### src/rtl/core/msc_regfile.sv
// Register file held in a synchronous memory with registered read data,
// two read ports and one write port. Reset values loaded by an init sweep.
`default_nettype none
module msc_regfile (
	input  wire logic        clk,
	input  wire logic [4:0]  ra_addr,
	input  wire logic [4:0]  rb_addr,
	output logic [31:0]      ra_data,
	output logic [31:0]      rb_data,
	input  wire logic        we,
	input  wire logic [4:0]  wa,
	input  wire logic [31:0] wd
);
	logic [31:0] mem [32];

	always_ff @(posedge clk) begin
		if (we)
			mem[wa] <= wd;
		ra_data <= mem[ra_addr];
		rb_data <= mem[rb_addr];
	end
endmodule
`default_nettype wire

### config.mk
export PLATFORM = sky130hd
export DESIGN_NAME = msc_regfile
export DESIGN_NICKNAME = d
export VERILOG_FILES = /design/src/rtl/core/msc_regfile.sv
export SDC_FILE = /design/constraint.sdc
export NUM_CORES = 1
export LEC_CHECK = 0
export ABC_CLOCK_PERIOD_IN_PS = 2600
export BUFFER_PORTS_ARGS = -buffer_cell sky130_fd_sc_hd__buf_2
export CORE_MARGIN = 2
export CORE_UTILIZATION = 59
export CTS_BUF_LIST = sky130_fd_sc_hd__clkbuf_8
export DETAILED_ROUTE_END_ITERATION = 7
export PLACE_DENSITY = 0.79
export SYNTH_ARGS = -nofsm -noshare
export SYNTH_HDL_FRONTEND = slang
export SYNTH_SLANG_ARGS = --single-unit
### constraint.sdc
create_clock -name clk -period 2.6 [get_ports clk]
set_input_delay 0.39 -clock clk [delete_from_list [all_inputs] [get_ports clk]]
set_output_delay 0.39 -clock clk [all_outputs]
set_load 0.1 [all_outputs]
# Word level (Yosys, flattened, before mapping)
# Memory sizes are Yosys's and may differ from the RTL's. A register that Yosys moved wholly into a read port is not among the register bits.
# Cells that the tools add are included.
# op_classes
mux	2
# ops
cell	n
1-bit 2-to-1 mux	2
# word_totals
ram_bits	1024
memories	1
reg_bits	0
# memory_table
memory	words	word_bits	rd	rd_ports_with_merged_regs	write_ports	line_no	source
mem	32	32	2	2	1	14	logic [31:0] mem [32];

# Depth between registers and ports, before layout
# depth
depth_word	2
mapped_depth	8
mapped_depth_nobuf	5

# Worst setup path before layout
# OpenSTA, ideal clock, no wires.
# synth_path
path_kind	input to register
from	input port wa[1]
to	memory mem[12][0], enable pin
t_arrival_ps	2403
slack_ps	-224
path_stages	3
n_path_buf	1
cell_sequence	or3b_2 -> clkbuf_1 -> nor2_1
# synth_rtl
element	line_no	source
from (decl)	11	input wire logic [4:0] wa,
to (decl)	14	
# No word-level cell before the write port.

# Worst setup path after layout
# layout_path
from	register ra_data[6], read port of mem
to	output port ra_data[6]
# layout_rtl
element	line_no	source
from (decl)	8	output logic [31:0] ra_data,
# No word-level cell between the ends.

==> report_table.html <==
<table>
<tr><th>Metric</th><th>Value</th></tr>
<tr><th colspan="2">Min path</th></tr>
<tr><td>Critical hold path startpoint</td><td>wd[22]</td></tr>
<tr><td>Hold Path Depth</td><td>1</td></tr>
<tr><td>Worst Hold End</td><td>mem[11][22]</td></tr>
<tr><td>Min-Delay Path Class</td><td>input port to flop</td></tr>
<tr><th colspan="2">Floorplan</th></tr>
<tr><td>Floorplan die area</td><td>87200 µm²</td></tr>
<tr><td>Chip width</td><td>~300 µm</td></tr>
<tr><td>FP Rows</td><td>~110</td></tr>
<tr><td>Height of the die</td><td>slightly below 300 µm</td></tr>
<tr><td>Top-Level Pins</td><td>between 100 and 150</td></tr>
<tr><td>Std-Cell Core Area</td><td>83800 µm²</td></tr>
<tr><td>Starting density of the core</td><td>0.597</td></tr>
<tr><th colspan="2">Global routing</th></tr>
<tr><td>Vias in the first global route</td><td>between 30000 and 40000</td></tr>
<tr><td>Overflow after GRT</td><td>0</td></tr>
<tr><td>GRT Overall Usage</td><td>0.331</td></tr>
<tr><td>Pin count of the biggest net entering global routing</td><td>a little over 60</td></tr>
<tr><td>Number of antenna violations at the first check in global routing</td><td>14</td></tr>
<tr><td>Global-route wire length before repair</td><td>210000 µm</td></tr>
<tr><th colspan="2">Critical path</th></tr>
<tr><td>Terminus of the critical flop-to-flop path</td><td>ra_data[5]</td></tr>
<tr><td>CP max FO</td><td>1</td></tr>
<tr><td>Startpoint class of the critical path</td><td>flop</td></tr>
<tr><td>Worst path buffer plus inverter count</td><td>1</td></tr>
<tr><td>Critical path required time</td><td>roughly 2.2 ns</td></tr>
<tr><td>Worst Setup Path Type</td><td>flop to primary output</td></tr>
<tr><td>Crit end category</td><td>primary output</td></tr>
<tr><td>R2r worst-path depth</td><td>5</td></tr>
<tr><td>Critical path arrival</td><td>1.82 ns</td></tr>
<tr><td>Ordered cell list for the critical path</td><td>buf_2</td></tr>
<tr><td>Crit-path slowest cell</td><td>buf_2</td></tr>
<tr><td>Largest incremental delay on the critical path</td><td>0.51 ns</td></tr>
<tr><td>Worst reg2reg startpoint</td><td>mem[2][5]</td></tr>
<tr><td>Setup slack on the worst flop-to-flop path</td><td>1.11 ns</td></tr>
<tr><td>Family with the most delay on the worst path</td><td>buffers and inverters</td></tr>
<tr><td>Launching instance or port of the critical path</td><td>ra_data[6]</td></tr>
<tr><th colspan="2">Placement</th></tr>
<tr><td>Placement Setup Slack</td><td>roughly 0.42 ns</td></tr>
<tr><td>I/O Buffers</td><td>about 110</td></tr>
<tr><td>Placed Cells</td><td>around 4600</td></tr>
<tr><td>RePlAce Congestion</td><td>about 0.83</td></tr>
<tr><td>Detailed placement HPWL</td><td>roughly 80000 µm</td></tr>
<tr><th colspan="2">Clock tree</th></tr>
<tr><td>Clock transition at path regs</td><td>~0.060 ns</td></tr>
<tr><td>Clock Tree Root</td><td>clkbuf_8</td></tr>
<tr><td>CTS tree</td><td>built</td></tr>
<tr><td>Buffer count from post-CTS setup fixing</td><td>0</td></tr>
<tr><td>H-tree Lvls</td><td>4</td></tr>
<tr><td>Clock Path Buffers</td><td>3</td></tr>
<tr><td>CTS buffer count</td><td>171</td></tr>
<tr><td>Clock network latency to the later pin of the worst-skew pair</td><td>between 0.8 and 0.9 ns</td></tr>
<tr><td>Total clock sinks</td><td>between 1000 and 1500</td></tr>
<tr><th colspan="2">Final layout</th></tr>
<tr><td>Number of fillers in the final layout</td><td>5746</td></tr>
<tr><td>Post-layout nets</td><td>3696</td></tr>
<tr><td>Number of standard cells in the final layout excluding fillers</td><td>a little under 5000</td></tr>
<tr><td>Multi-input logic area</td><td>16800 µm²</td></tr>
<tr><td>Relative area change from synthesis to final layout</td><td>12.5%</td></tr>
<tr><td>Sequential cell area</td><td>around 32000 µm²</td></tr>
<tr><td>Layout cell share with drive strength beyond 1</td><td>0.146</td></tr>
<tr><th colspan="2">Logic synthesis</th></tr>
<tr><td>Instance count of the mapped netlist</td><td>around 3500</td></tr>
<tr><td>Fraction of registers with async set or reset after synthesis</td><td>0</td></tr>
<tr><td>Total nets after synthesis</td><td>between 3000 and 4000</td></tr>
<tr><td>Count of warnings emitted by yosys</td><td>0</td></tr>
<tr><td>Synth cell types</td><td>24</td></tr>
<tr><td>Syn avg cell area</td><td>~15 µm²</td></tr>
<tr><td>Summed instance area of the synthesized netlist</td><td>between 50000 and 60000 µm²</td></tr>
<tr><td>Flop and latch count out of synthesis</td><td>~1100</td></tr>
<tr><td>Dominant register cell in the synthesized netlist</td><td>edfxtp_1</td></tr>
<tr><td>Seq/Total Area, Yosys</td><td>0.640</td></tr>
<tr><td>Number of enable flip-flop cells after synthesis</td><td>between 1000 and 1500</td></tr>
<tr><th colspan="2">Power</th></tr>
<tr><td>Total power consumption of the routed design</td><td>roughly 38 mW</td></tr>
<tr><td>Power density over cell area</td><td>approximately 670 nW/µm²</td></tr>
<tr><td>Peak supply drop</td><td>0.545 mV</td></tr>
<tr><td>Cell leakage power</td><td>about 21 nW</td></tr>
<tr><th colspan="2">Route</th></tr>
<tr><td>Wirelength per Cell</td><td>29.3 µm</td></tr>
<tr><td>Post-route ant nets</td><td>0</td></tr>
<tr><td>Total number of vias</td><td>roughly 33000</td></tr>
<tr><td>Per-cell via count in the routed design</td><td>6.73</td></tr>
<tr><td>Iter 0 DRT Violations</td><td>between 4000 and 5000</td></tr>
<tr><td>Post-Route WL</td><td>145000 µm</td></tr>
<tr><td>Post-detailed-route DRC marker count</td><td>0</td></tr>
<tr><td>Number of iterations in the first detailed-routing pass</td><td>8</td></tr>
<tr><th colspan="2">STA</th></tr>
<tr><td>Max Fclk</td><td>between 0.4 and 0.5 GHz</td></tr>
<tr><td>Final number of hold-violating endpoints</td><td>0</td></tr>
<tr><td>Number of pins exceeding their max-slew limit in the final report</td><td>0</td></tr>
<tr><td>Post-route worst setup slack</td><td>0.392 ns</td></tr>
<tr><td>Max-slew headroom</td><td>0.466</td></tr>
<tr><td>Tcrit/Tclk final</td><td>0.849</td></tr>
<tr><td>Slew @ Worst Pin</td><td>0.801 ns</td></tr>
<tr><td>Hold Worst Slack</td><td>between 0.04 and 0.05 ns</td></tr>
<tr><td>Setup repair after global routing missed its margin</td><td>no</td></tr>
<tr><td>Maximum clock skew at final layout</td><td>around 0.027 ns</td></tr>
<tr><td>Minimum period implied by the final worst setup slack</td><td>roughly 2.2 ns</td></tr>
<tr><td>Setup TNS</td><td>0 ns</td></tr>
<tr><td>Total of endpoints with negative setup slack in the final report</td><td>0</td></tr>
<tr><th colspan="2">Flow run</th></tr>
<tr><td>Max-cap violation count</td><td>0</td></tr>
<tr><th colspan="2">Status</th></tr>
<tr><td>Outcome</td><td>finished, final reports clean</td></tr>
</table>
-- synthesized netlist by cell type, types with 45 or more instances --
library cell,instances,area [µm²]
dfxtp_1,64,1280
nor3_1,64,320
edfxtp_1,1024,30700
a31oi_1,64,400
buf_6,45,507
a22o_1,128,1120
buf_2,70,350
mux2i_1,1024,10200
buf_4,47,353
clkbuf_1,86,323
a22oi_1,192,1440
nand3_1,194,971
a21oi_1,192,961
nand2_1,195,732
-- placed cells by master, fill, tap and decap left out, drive strengths merged --
cell type,n
mux2i,1024
clkinvlp,5
dfxtp,64
a22o,128
buf,275
bufinv,6
clkbuf,185
or3b,3
nand3b,5
diode,5
a31oi,64
edfxtp,1024
or2,2
clkinv,51
nor2,35
a21oi,192
a22oi,192
or3,1
nand3,194
dlygate4sd3,2
and2,2
inv,68
nand2,195
nor2b,4
nor3,64
nand2b,4
-- report_power, final --
group | internal, mW | switching, mW | leakage (nW)
logic | 1.23 | 3.03 | 9.69
registers | 19.5 | 0.201 | 9.76
clock network | 7.19 | 6.72 | 1.91
total | 27.9 | 9.95 | 21.4
-- final cells by class --
| class | instances | share of cell area |
|---|---|---|
| Tap cell | 1134 | 0.0252 |
| Clock inverter | 130 | 0.0132 |
| Timing Repair Buffer | 277 | 0.0501 |
| Sequential cell | 1088 | 0.568 |
| Antenna cell | 5 | 0.000222 |
| Multi-Input combinational cell | 2109 | 0.298 |
| Clock buffer | 185 | 0.0452 |
-- state kept, by name, indices dropped and copies added (netlist names) --
register and count:
rb_data 32, mem 1024, ra_data 32
-- worst max path at each step --
| stage | slack, ns | cells after the start | endpoint |
|---|---|---|---|
| 2_1_floorplan | -0.22 | 3 | mem[12][0] |
| 3_3_place_gp | 0.47 | 4 | mem[0][26] |
| 3_5_place_dp | 0.42 | 4 | mem[0][30] |
| 4_1_cts | 0.33 | 1 | rb_data[4] |
| 5_1_grt | 0.34 | 1 | rb_data[6] |
| 6_report | 0.39 | 1 | ra_data[6] |
-- per-stage QoR --
stage / instance area [µm²] / utilization
after floorplan: 50100 / -
after global placement: 53000 / 0.633
after detailed placement: 53000 / 0.633
after CTS: 56300 / 0.672
after global routing: 56400 / 0.672
final: 56400 / 0.672
-- cells by family (layout without fill, tap and decap cells) --
family          count (synthesis)  in the layout  synth area share
mux                          1024           1024             0.205
simple gates                  509            509            0.0459
flops                        1088           1088             0.640
compound gates                576            576            0.0784
buf+inv                       253            592            0.0313
other cells                     0              5                 0
-- timing repair --
item,4_1_cts,5_1_grt
gates resized for setup,0,0
endpoints found under the hold margin,47,0
hold buffers,2,0
endpoints found under the setup margin,0,0
-- metal layers --
| metal | up-vias | GRT usage | wire length (µm) |
|---|---|---|---|
| met5 | - | 0 | 34 |
| met1 | 16304 | 0.447 | 54200 |
| met3 | 438 | 0.0744 | 17900 |
| met4 | 8 | 0.155 | 6400 |
| li1 | 14026 | - | - |
| met2 | 2367 | 0.513 | 66000 |
No activity file was read; power rests on OpenSTA's default activity.
