--- src/rtl/core/msc_pkg.sv ---
// Package for the MIPS subset core: opcodes, function codes, trap codes,
// control state type, channel item types and shared constants. No dependencies.
`default_nettype none
package msc_pkg;
	localparam logic [5:0] OP_SPECIAL = 6'h00;
	localparam logic [5:0] OP_J       = 6'h02;
	localparam logic [5:0] OP_JAL     = 6'h03;
	localparam logic [5:0] OP_BEQ     = 6'h04;
	localparam logic [5:0] OP_BNE     = 6'h05;
	localparam logic [5:0] OP_ADDIU   = 6'h09;
	localparam logic [5:0] OP_ANDI    = 6'h0c;
	localparam logic [5:0] OP_LUI     = 6'h0f;
	localparam logic [5:0] OP_TRAP    = 6'h1a;
	localparam logic [5:0] OP_LW      = 6'h23;
	localparam logic [5:0] OP_SW      = 6'h2b;

	localparam logic [5:0] FN_SLL  = 6'h00;
	localparam logic [5:0] FN_SRA  = 6'h03;
	localparam logic [5:0] FN_JR   = 6'h08;
	localparam logic [5:0] FN_MFHI = 6'h10;
	localparam logic [5:0] FN_MFLO = 6'h12;
	localparam logic [5:0] FN_MULT = 6'h18;
	localparam logic [5:0] FN_DIV  = 6'h1a;
	localparam logic [5:0] FN_ADDU = 6'h21;
	localparam logic [5:0] FN_SUBU = 6'h23;
	localparam logic [5:0] FN_SLT  = 6'h2a;

	localparam logic [3:0] TRAP_NEWLINE = 4'h0;
	localparam logic [3:0] TRAP_PRINT   = 4'h1;
	localparam logic [3:0] TRAP_READ    = 4'h5;

	localparam logic [1:0] PK_NONE    = 2'd0;
	localparam logic [1:0] PK_NEWLINE = 2'd1;
	localparam logic [1:0] PK_INT     = 2'd2;
	localparam logic [1:0] PK_PROMPT  = 2'd3;

	localparam logic [31:0] DATA_BASE = 32'h1000_0000;
	localparam logic [31:0] GP_RESET  = 32'h1000_8000;
	localparam logic [4:0]  REG_GP    = 5'd28;
	localparam logic [4:0]  REG_SP    = 5'd29;
	localparam logic [4:0]  REG_RA    = 5'd31;

	typedef enum logic [2:0] {
		ST_INIT,
		ST_IDLE,
		ST_READ,
		ST_EXEC,
		ST_MULT,
		ST_DIV,
		ST_MEM,
		ST_OUT
	} state_t;

	typedef struct packed {
		logic        start;
		logic [31:0] a;
		logic [31:0] b;
	} div_req_t;

	typedef struct packed {
		logic        busy;
		logic        done;
		logic [31:0] quo;
		logic [31:0] rem;
	} div_rsp_t;

	typedef struct packed {
		logic [31:0] instr_word;
		logic [31:0] user_value;
	} instr_t;

	typedef struct packed {
		logic [31:0] next_pc;
		logic [1:0]  print_kind;
		logic [31:0] print_value;
		logic        halted;
		logic        unimplemented;
	} result_t;
endpackage
`default_nettype wire

--- src/rtl/core/msc_div.sv ---
// Iterative signed divider, one quotient bit per cycle.
// Depends on msc_pkg for the request and response structs.
`default_nettype none
module msc_div (
	input  wire logic              clk,
	input  wire logic              arst_n,
	input  wire msc_pkg::div_req_t req,
	output msc_pkg::div_rsp_t      rsp
);
	logic [5:0]  cnt_q;
	logic        busy_q;
	logic        done_q;
	logic [31:0] quo_q;
	logic [32:0] rem_q;
	logic [31:0] dsr_q;
	logic        negq_q;
	logic        negr_q;
	logic [32:0] trial;
	logic [32:0] shifted;

	assign shifted = {rem_q[31:0], quo_q[31]};
	assign trial   = shifted - {1'b0, dsr_q};

	always_ff @(posedge clk or negedge arst_n) begin
		if (!arst_n) begin
			busy_q <= 1'b0;
			done_q <= 1'b0;
			cnt_q  <= '0;
		end else begin
			done_q <= 1'b0;
			if (req.start) begin
				busy_q <= 1'b1;
				cnt_q  <= '0;
			end else if (busy_q) begin
				cnt_q <= cnt_q + 6'd1;
				if (cnt_q == 6'd31) begin
					busy_q <= 1'b0;
					done_q <= 1'b1;
				end
			end
		end
	end

	// Operands are taken as magnitudes; signs are restored at the end.
	always_ff @(posedge clk) begin
		if (req.start) begin
			quo_q  <= req.a[31] ? (32'd0 - req.a) : req.a;
			dsr_q  <= req.b[31] ? (32'd0 - req.b) : req.b;
			rem_q  <= '0;
			negq_q <= req.a[31] ^ req.b[31];
			negr_q <= req.a[31];
		end else if (busy_q) begin
			if (!trial[32]) begin
				rem_q <= trial;
				quo_q <= {quo_q[30:0], 1'b1};
			end else begin
				rem_q <= shifted;
				quo_q <= {quo_q[30:0], 1'b0};
			end
		end
	end

	assign rsp.busy = busy_q;
	assign rsp.done = done_q;
	assign rsp.quo  = negq_q ? (32'd0 - quo_q) : quo_q;
	assign rsp.rem  = negr_q ? (32'd0 - rem_q[31:0]) : rem_q[31:0];

	a_done_after_busy: assert property (@(posedge clk) disable iff (!arst_n)
		done_q |-> $past(busy_q))
		else $error("divider done without a run");
	a_no_start_busy: assert property (@(posedge clk) disable iff (!arst_n)
		done_q |-> !busy_q)
		else $error("divider busy and done together");
	a_cnt_idle: assert property (@(posedge clk) disable iff (!arst_n)
		!busy_q && !req.start |=> !busy_q)
		else $error("divider started without request");
endmodule
`default_nettype wire

--- config.mk ---
export PLATFORM = sky130hd
export DESIGN_NAME = msc_div
export DESIGN_NICKNAME = d
export VERILOG_FILES = /design/src/rtl/core/msc_pkg.sv /design/src/rtl/core/msc_div.sv
export SDC_FILE = /design/constraint.sdc
export NUM_CORES = 1
export LEC_CHECK = 0
export BUFFER_PORTS_ARGS = -buffer_cell sky130_fd_sc_hd__buf_4
export CORE_MARGIN = 3
export CORE_UTILIZATION = 47
export DETAILED_ROUTE_END_ITERATION = 10
export GPL_TIMING_DRIVEN = 0
export PLACE_DENSITY = 0.75
export SLEW_MARGIN = 25
export SYNTH_ARGS = -nofsm -noshare
export SYNTH_HDL_FRONTEND = slang
export SYNTH_SLANG_ARGS = --single-unit
--- constraint.sdc ---
create_clock -name clk -period 10.2 [get_ports clk]
set_clock_uncertainty 0.2 [all_clocks]
set_input_delay 1.53 -clock clk [delete_from_list [all_inputs] [get_ports clk]]
set_output_delay 1.53 -clock clk [all_outputs]
set_load 0.1 [all_outputs]
# [Word level (Yosys, flattened, before mapping)]
# Index checks and enable logic that the tools add are counted.
[op_classes] addsub=6 n_mux=16 reduce_logical=1 n_bitwise=1 eq_ne=1
[op_table] cell="$mux 32" n=6
[op_table] cell="$sub 1x32->32 const A" n=4
[op_table] cell="$sub 33x32->33" n=1
[op_table] cell="$mux 31" n=1
[op_table] cell="$mux 6" n=2
[op_table] cell="$mux 1" n=7
[op_table] cell="$add 6x1->6 const B" n=1
[op_table] cell="$eq 6x5->1 const B" n=1
[op_table] cell="$reduce_bool 2->1" n=1
[op_table] cell="$xor 1x1->1" n=1
[totals] regBits=106 in_bits=67 out_inout_bits=66 elab_cells=34

# [Depth between registers and ports, before layout]
# Gate-level depths: netlist of run 1.
[logic_depth] word_depth=4 ltp_mapped=13 depth_no_buf=12

# [Worst setup path after synthesis of run 1]
# OpenSTA, ideal clock, no wires.
[synth_timing] path_kind="reg2out" start="reg quo_q[4]" end="out rsp[60] (netlist bit)" required_ns=8.470 path_slack_ns=4.799 path_stages_with_launch=10 n_path_buf=0 arrival_time_ns=3.671 cell_sequence="edfxtp_1 -> or3_4 -> nor3_4 -> nand2_2 -> or4_4 -> or4_4 -> nand2b_4 -> or4_4 -> o31ai_4 -> xnor2_1"
[synth_lines] item="start, declared" line_no="msc_div.sv:13" text="logic [31:0] quo_q;"
[synth_lines] item="start signal, assigned" line_no="msc_div.sv:47" text="quo_q <= req.a[31] ? (32'd0 - req.a) : req.a;"
[synth_lines] item="start signal, assigned" line_no="msc_div.sv:55" text="quo_q <= {quo_q[30:0], 1'b1};"
[synth_lines] item="start signal, assigned" line_no="msc_div.sv:58" text="quo_q <= {quo_q[30:0], 1'b0};"
[synth_lines] item="end, declared" line_no="msc_div.sv:8" text="output msc_pkg::div_rsp_t rsp"

==> results.md, run 1 <==
* number of distinct library cell variants in the gate-level netlist after synthesis: 62
* unrepaired setup endpoints after global routing: no
* number of global-route vias before repair: 6,956
* fraction of the yosys area taken by sequential cells: 33.4%
* area share of the largest cell type after synthesis: 23.4%
* fin nets: 1,219
* largest stage delay on the critical path: 0.52 ns
* path depth of the worst reg2reg path: 13
* Layout area overhead: 18.9%
* Diodes inserted: 0
* Die Outline Area: 0.0196 mm²
* Global Route Usage Sum: 22.0%
* cell accounting for the most synthesized area: edfxtp_1
* Net Count, Synth: 1,076
* Worst R2R Start: quo_q[31]
* number of nets with antenna violations after routing: 0
* source-to-sink clock delay at the later pin of the worst-skew pair: 0.36 ns
* number of I/O port buffers: 132
* die height: 140 µm
* clock tree root driver cell: clkbuf_16
* Worst-path clk slew: 0.07 ns
* setup slack, reg-to-reg: 5.60 ns
* cell count after synthesis: 971
* final critical-path required period: 5.53 ns
* endpoint with the worst hold slack: busy_q
* Setup Fix Bufs, Post-CTS: 0
* cell depth of the worst min-delay path: 2
* slew of the pin with the lowest slew margin: 0.891 ns
* area of the core region: 0.0175 mm²
* series of cell instances along the critical path: or3_4 -> nor3_4 -> nand2_2 -> or4_4 -> or4_4 -> nand2b_4 -> or4_4 -> o31ai_4 -> xnor2_1 -> buf_4
* most frequent cell on the critical path: or4_4
* count of pins over their slew limit: 0
* outcome: completed
* area of the mapped netlist: 0.00846 mm²
* number of DRC markers after the initial detailed-route iteration: 560
* dominant cells by area after synthesis: edfxtp_1 23%, xnor2_1 11%, dfxtp_1 7.6%
* maxcap violations: 0
* capturing point of the worst reg2reg path: rem_q[25]
* final setup fails: 0
* first-pass GRT wire length: 35,400 µm
* Worst Path Required: 8.47 ns
* clock sinks: 106
* wire length on met1: 10,100 µm
* amount of wire on met3 after detailed routing: 1600 µm
* number of standard-cell rows in the floorplan: 48
* number of warnings printed during yosys synthesis: 0
* TritonCTS clock tree: built
* maximum buffer depth of the clock tree: 2
* detailed-routing iteration count for the pre-antenna-repair pass: 5
* setup TNS: 0 ns
* Initial Util: 48.4%
* Worst Path Max Fanout: 4
* total met2 wirelength after detailed routing: 10,100 µm
* top sig layer: met4
* placed wire-length estimate after detailed placement: 17,600 µm
* share of post-route cells with drive strength above 1: 15.6%
* arrival time worst endpoint: 3.80 ns
* worst hold slack across all endpoints: 0.342 ns
* total of flip-flops plus latches after synthesis: 106
* post-route fraction of the period consumed by the critical path: 54.2%
* dominant register cell in the synthesized netlist: edfxtp_1
* end-of-flow core utilization: 57.5%
* mean instance size in the synthesized netlist: 8.71 µm²
* WL/cell: 16.7 µm
* # DRC: 0
* sum of overflow across all layers after global routing: 0
* initial antenna violation count: 0
* number of ports placed on the die boundary: 133
* startpoint of the most critical hold path: cnt_q[5]
* total wirelength of the detailed-routed design: 22,400 µm
* Post-DP Area: 0.00973 mm²
* peak clock frequency supported by timing: 181 MHz
* Max stage delay cell, worst path: or4_4
* Hold Vio Cnt, Final: 0
* # hold bufs at CTS: 0
* total number of vias: 7,724
* start-to-end type of the worst setup path: reg -> out
* number of H-tree levels: 3
* post-DR vias/cell: 5.75
* number of enable-type register cells in the synthesized netlist: 66
* Post-synth ARST share: 7.55%
* worst min-delay path class: reg -> reg
* nature of the critical path startpoint: flop
* post-cts resize count: 0
* maximum number of pins on one net before global-route repair: 38
* clock buffers created by TritonCTS: 9
* final instance area: 0.0101 mm²
* chip width: 140 µm
* Rel. slew slack: 40.2%
* last weighted congestion value of the routability-driven placer: 0.956
* CP endpoint kind: output port
## synthesized netlist by cell type (3+ instances only)
| master | count |
|---|---|
| o41ai_1 | 16 |
| nand2b_1 | 15 |
| mux2_2 | 4 |
| or2_2 | 4 |
| inv_1 | 50 |
| a211oi_1 | 30 |
| ha_1 | 37 |
| a21o_1 | 9 |
| nand4_1 | 9 |
| a311oi_1 | 4 |
| and3_1 | 5 |
| nor4_1 | 6 |
| buf_4 | 4 |
| o31ai_1 | 37 |
| nor2_1 | 94 |
| o21ai_0 | 59 |
| buf_2 | 3 |
| clkbuf_1 | 34 |
| xnor2_1 | 109 |
| or4_1 | 17 |
| and2_1 | 6 |
| nand3_1 | 12 |
| nor2b_1 | 5 |
| dfxtp_1 | 32 |
| a21oi_1 | 61 |
| xor2_1 | 42 |
| a31oi_1 | 3 |
| dfrtp_1 | 8 |
| buf_1 | 6 |
| o21bai_1 | 3 |
| edfxtp_1 | 66 |
| mux2i_1 | 32 |
| nand2_1 | 75 |
| and4_1 | 3 |
| or3_1 | 11 |
| or4_4 | 3 |
| nor3_1 | 18 |
| o211ai_1 | 4 |
| o21a_1 | 7 |
## layout make-up
cell class                 count  area, µm²
timing repair buffer         132        991
clock inverter                 7       98.8
clock buffer                   9        225
multi-input combinational    768       5250
tap                          225        282
inverter                      50        188
buffer                        47        195
fill                        1542       7420
sequential                   106       2820
## state kept, by name, summed over array words and instances, names as in the netlist
signal and flops:
cnt_q 6, negr_q 1, quo_q 32, negq_q 1, done_q 1, dsr_q 32, busy_q 1, rem_q 32
## cell usage in the layout, fill, tap and decap left out, drive strengths merged, types with 20 or more instances in the layout
cell,n
clkbuf,43
or4,20
a211oi,31
edfxtp,66
o31ai,38
ha,37
xnor2,109
nand2,76
buf,145
a21oi,61
nor2,94
mux2i,32
o21ai,60
xor2,42
inv,52
dfxtp,32
## layer usage
layer	GRT usage (%)	vias up
met5	0	-
met4	7.04	0
met1	31.3	3622
met2	34.4	271
met3	3.45	34
li1	-	3797
## worst max-delay path: cells and delay by family, from the launching register on
kind | cells | cell delay (ns)
compound gates | 1 | 0.19
xor+xnor | 1 | 0.14
buf+inv | 1 | 0.31
flops | 1 | 0.47
simple gates | 7 | 2.33
## how the worst max path moves through the flow
| stage | cells after the start | slack, ns | startpoint | end |
|---|---|---|---|---|
| 2_1_floorplan | 9 | 4.80 | quo_q[4] | rsp[60] |
| 3_3_place_gp | 10 | 5.10 | quo_q[2] | rsp[60] |
| 3_5_place_dp | 10 | 5.06 | quo_q[4] | rsp[60] |
| 4_1_cts | 10 | 4.67 | quo_q[4] | rsp[60] |
| 5_1_grt | 10 | 4.48 | quo_q[4] | rsp[61] |
| 6_report | 10 | 4.67 | quo_q[3] | rsp[60] |
## stage by stage
| step | std cells | setup slack [ns] |
|---|---|---|
| 2_1_floorplan | 971 | 4.80 |
| 3_3_place_gp | 1328 | 5.10 |
| 3_5_place_dp | 1328 | 5.06 |
| 4_1_cts | 1344 | 4.67 |
| 5_1_grt | 1344 | 4.48 |
| 6_report | 1344 | 4.67 |
## logic make-up after synthesis
family,after synthesis,synth area share (%)
compound gates,250,19.3
xor+xnor,151,15.6
fa+ha+maj,38,5.71
buf+inv,97,4.53
flops,106,33.4
mux,36,4.32
simple gates,293,17.2
Power of run 1 is left out: the tool's default activity adds up to more than one toggle a clock period on the data nets, which glitch-free logic cannot reach.
==> inputs of run 2 (changes only) <==
--- a/config.mk
+++ b/config.mk
@@ -5,12 +5,13 @@
 export SDC_FILE = /design/constraint.sdc
 export NUM_CORES = 1
 export LEC_CHECK = 0
+export ABC_AREA = 1
 export BUFFER_PORTS_ARGS = -buffer_cell sky130_fd_sc_hd__buf_4
 export CORE_MARGIN = 3
 export CORE_UTILIZATION = 47
 export DETAILED_ROUTE_END_ITERATION = 10
 export GPL_TIMING_DRIVEN = 0
-export PLACE_DENSITY = 0.75
+export PLACE_DENSITY = 0.74
 export SLEW_MARGIN = 25
 export SYNTH_ARGS = -nofsm -noshare
 export SYNTH_HDL_FRONTEND = slang
==> constraint.sdc (replaced) <==
create_clock -name clk -period 5.4 [get_ports clk]
set_clock_uncertainty 0.2 [all_clocks]
set_input_delay 0.81 -clock clk [delete_from_list [all_inputs] [get_ports clk]]
set_output_delay 0.81 -clock clk [all_outputs]
set_load 0.1 [all_outputs]
==> results.md, run 2 <==
* outcome: completed
* TritonCTS clock tree: built
* die height: 152 µm, +8.8%
* slew of the pin with the lowest slew margin: 0.722 ns, -0.169 ns
* count of pins over their slew limit: 0, unchanged
* power density of the placed cells: 317 mW/mm²
* dominant combinational cell family by area after synthesis: simple AND/OR/NAND/NOR gates
* nature of the critical path startpoint: flop
* # DRC: 0, unchanged
* Worst IR Drop VDD: 0.360 mV
* clock sinks: 106, unchanged
* setup slack, reg-to-reg: 2.10 ns, -3.50 ns
* clock buffers created by TritonCTS: 9, unchanged
* chip width: 152 µm, +8.8%
* number of H-tree levels: 3, unchanged
* Worst-path clk slew: 0.08 ns, about the same
* maxcap violations: 0, unchanged
* Rel. slew slack: 51.8%, +12 points
* Net Count, Synth: 1,721, +60%
* most numerous cell types in the synthesized netlist: 520 x nand2_1, 302 x inv_1, 142 x nor2_1, 125 x nand3_1, 97 x xor2_1
* number of distinct library cell variants in the gate-level netlist after synthesis: 43, -31%
* Layout area overhead: 16.1%
* source-to-sink clock delay at the later pin of the worst-skew pair: 0.36 ns, about the same
* worst min-delay path class: in -> async
* sum of internal, switching and leakage power: 3710 µW
* Die Outline Area: 0.0232 mm², +18%
* Worst Path Max Fanout: 4, unchanged
* post-synthesis compound-gate area fraction: 6.65%, -13 points
* number of standard-cell rows in the floorplan: 52, +8.3%
* share of post-route cells with drive strength above 1: 10.7%, -5.0 points
* top sig layer: met4
* final instance area: 0.0117 mm², +16%
* number of warnings printed during yosys synthesis: 0, unchanged
* adder-cell share of the synthesized area: 4.79%, -0.92 points
* Pleak: 0.00637 µW
* post-DR vias/cell: 5.14, -11%
* commonest non-fill, non-tap cells in the layout: 520 x nand2_1, 301 x inv_1, 142 x nor2_1, 136 x buf_4, 125 x nand3_1
* setup TNS: 0 ns, unchanged
* area of the core region: 0.0206 mm², +18%
* number of I/O port buffers: 132, unchanged
* Post-synth ARST share: 7.55%, unchanged
* post-cts resize count: 0, unchanged
* final critical-path required period: 4.09 ns
* end-of-flow core utilization: 56.8%, -0.77 points
* synthesized-area fraction occupied by xor and xnor cells: 10.3%, -5.3 points
* Post-Synth Simple-Gate Area: 36.8%, +20 points
* fraction of the yosys area taken by sequential cells: 28.0%, -5.4 points
* cell count after synthesis: 1,616, +66%
* Initial Util: 48.9%, +0.47 points
* mean instance size in the synthesized netlist: 6.24 µm², -28%
* registers with the most flip-flops: dsr_q x32, quo_q x32, rem_q x32
* total wirelength of the detailed-routed design: 31,700 µm, +41%
* area of the mapped netlist: 0.0101 mm², +19%
* maximum number of pins on one net before global-route repair: 36, -5.3%
* Worst Path Required: 4.39 ns, -4.08 ns
* wire length on met1: 12,800 µm, +26%
* number of nets with antenna violations after routing: 0, unchanged
* total of flip-flops plus latches after synthesis: 106, unchanged
* final setup fails: 0, unchanged
* dominant cells by area after synthesis: edfxtp_1 20%, nand2_1 19%, inv_1 11%
* fin nets: 1,864, +53%
* Worst R2R Start: quo_q[31]
* Diodes inserted: 0, unchanged
* Post-DP Area: 0.0114 mm², +17%
* WL/cell: 15.6 µm, -6.6%
* initial antenna violation count: 0, unchanged
* leading cell type by number of instances after synthesis: nand2_1
* sum of overflow across all layers after global routing: 0, unchanged
* fin worst setup slack: 1.31 ns, -3.36 ns
* path depth of the worst reg2reg path: 18, +5
* last weighted congestion value of the routability-driven placer: 1.02, +6.7%
* pre-CTS setup slack: 1.73 ns, -3.33 ns
* peak clock frequency supported by timing: 244 MHz
* placed wire-length estimate after detailed placement: 26,400 µm, +50%
* # hold bufs at CTS: 0, unchanged
* arrival time worst endpoint: 3.08 ns, -0.72 ns
* number of ports placed on the die boundary: 133, unchanged
* total number of vias: 10,500, +35%
* amount of wire on met3 after detailed routing: 2360 µm, +47%
* post-route fraction of the period consumed by the critical path: 75.8%
* Setup Fix Bufs, Post-CTS: 0, unchanged
* fraction of synthesized area in multiplexers: 0%, -4.3 points
* leading cell type in the layout, fill and taps excluded: nand2_1
* Global Route Usage Sum: 26.9%, +4.9 points
* area share of the largest cell type after synthesis: 19.7%, -3.8 points
* detailed-routing iteration count for the pre-antenna-repair pass: 5, unchanged
* number of DRC markers after the initial detailed-route iteration: 857, +53%
* unrepaired setup endpoints after global routing: no
* maximum buffer depth of the clock tree: 2, unchanged
* clock tree root driver cell: clkbuf_16
* capturing point of the worst reg2reg path: rem_q[22]
* CP endpoint kind: output port
* number of global-route vias before repair: 10,200, +46%
* number of filler instances in the final layout: 2,044, +33%
* first-pass GRT wire length: 50,500 µm, +43%
* Hold Vio Cnt, Final: 0, unchanged
* total met2 wirelength after detailed routing: 15,500 µm, +54%
* cell accounting for the most synthesized area: edfxtp_1
* number of enable-type register cells in the synthesized netlist: 66, unchanged
* start-to-end type of the worst setup path: reg -> out
* dominant register cell in the synthesized netlist: edfxtp_1
## run 2: changes by cell type in the layout (fill, tap and decap cells not counted), sizes merged, moves of 33 or more
cell	before	now
a21oi	61	26
nor2	94	147
nand3	12	126
nand2	76	529
o31ai	38	5
xnor2	109	22
xor2	42	97
inv	52	312
## run 2: kinds of logic after synthesis
group                    Yosys count
XOR/XNOR                         119
flip-flops                       106
AND/OR/NAND/NOR                  882
AO/OA/AOI/OAI                    124
buffers and inverters            347
adder cells (fa/ha/maj)           38
## run 2: worst max-delay path, stage by stage, from the launching register on
cell     delay (ns)
dfxtp_1        0.37
inv_1          0.16
ha_1           0.19
nand3_1        0.14
nor2_1         0.18
nand2_1        0.12
nor2_1         0.38
a21oi_1        0.20
nor2_1         0.27
o21ai_0        0.17
xor2_1         0.22
buf_4          0.33
## run 2: metrics by stage
stage          hold WS (ns)  cells
2_1_floorplan         0.249   1616
3_3_place_gp          0.262   2018
3_5_place_dp          0.267   2018
4_1_cts              0.0460   2034
5_1_grt              0.0467   2034
6_report             0.0497   2034
## run 2: worst max path at each step
stage	from	end	slack, ns	cells past startpoint
2_1_floorplan	quo_q[0]	rsp[62]	1.03	8
3_3_place_gp	rem_q[0]	rsp[26]	1.75	11
3_5_place_dp	rem_q[0]	rsp[26]	1.73	11
4_1_cts	rem_q[0]	rsp[26]	1.32	11
5_1_grt	rem_q[0]	rsp[26]	1.05	11
6_report	rem_q[0]	rsp[26]	1.31	11
## run 2: routing by layer
layer | vias up | global-route usage, %
li1 | 5312 | -
met4 | 0 | 9.63
met1 | 4678 | 32.7
met3 | 63 | 3.64
met2 | 407 | 48.5
met5 | - | 0
## run 2: power by group
part | switching (µW) | total [µW] | internal, µW | leakage, µW
Combinational | 1620 | 2050 | 435 | 0.00518
Clock | 346 | 673 | 327 | 0.000146
Sequential | 43.3 | 981 | 938 | 0.00105
Total | 2010 | 3710 | 1700 | 0.00637
## run 2: cell type report
cell class	count	area [µm²]	share of cell area, %
Inverter	310	1160	9.94
Sequential cell	106	2820	24.1
Clock inverter	7	72.6	0.620
Buffer	37	191	1.64
Timing Repair Buffer	132	991	8.46
Tap cell	270	338	2.89
Clock buffer	9	225	1.92
Multi-Input combinational cell	1163	5900	50.4
Note: power is estimated with default switching activity, not from simulation.
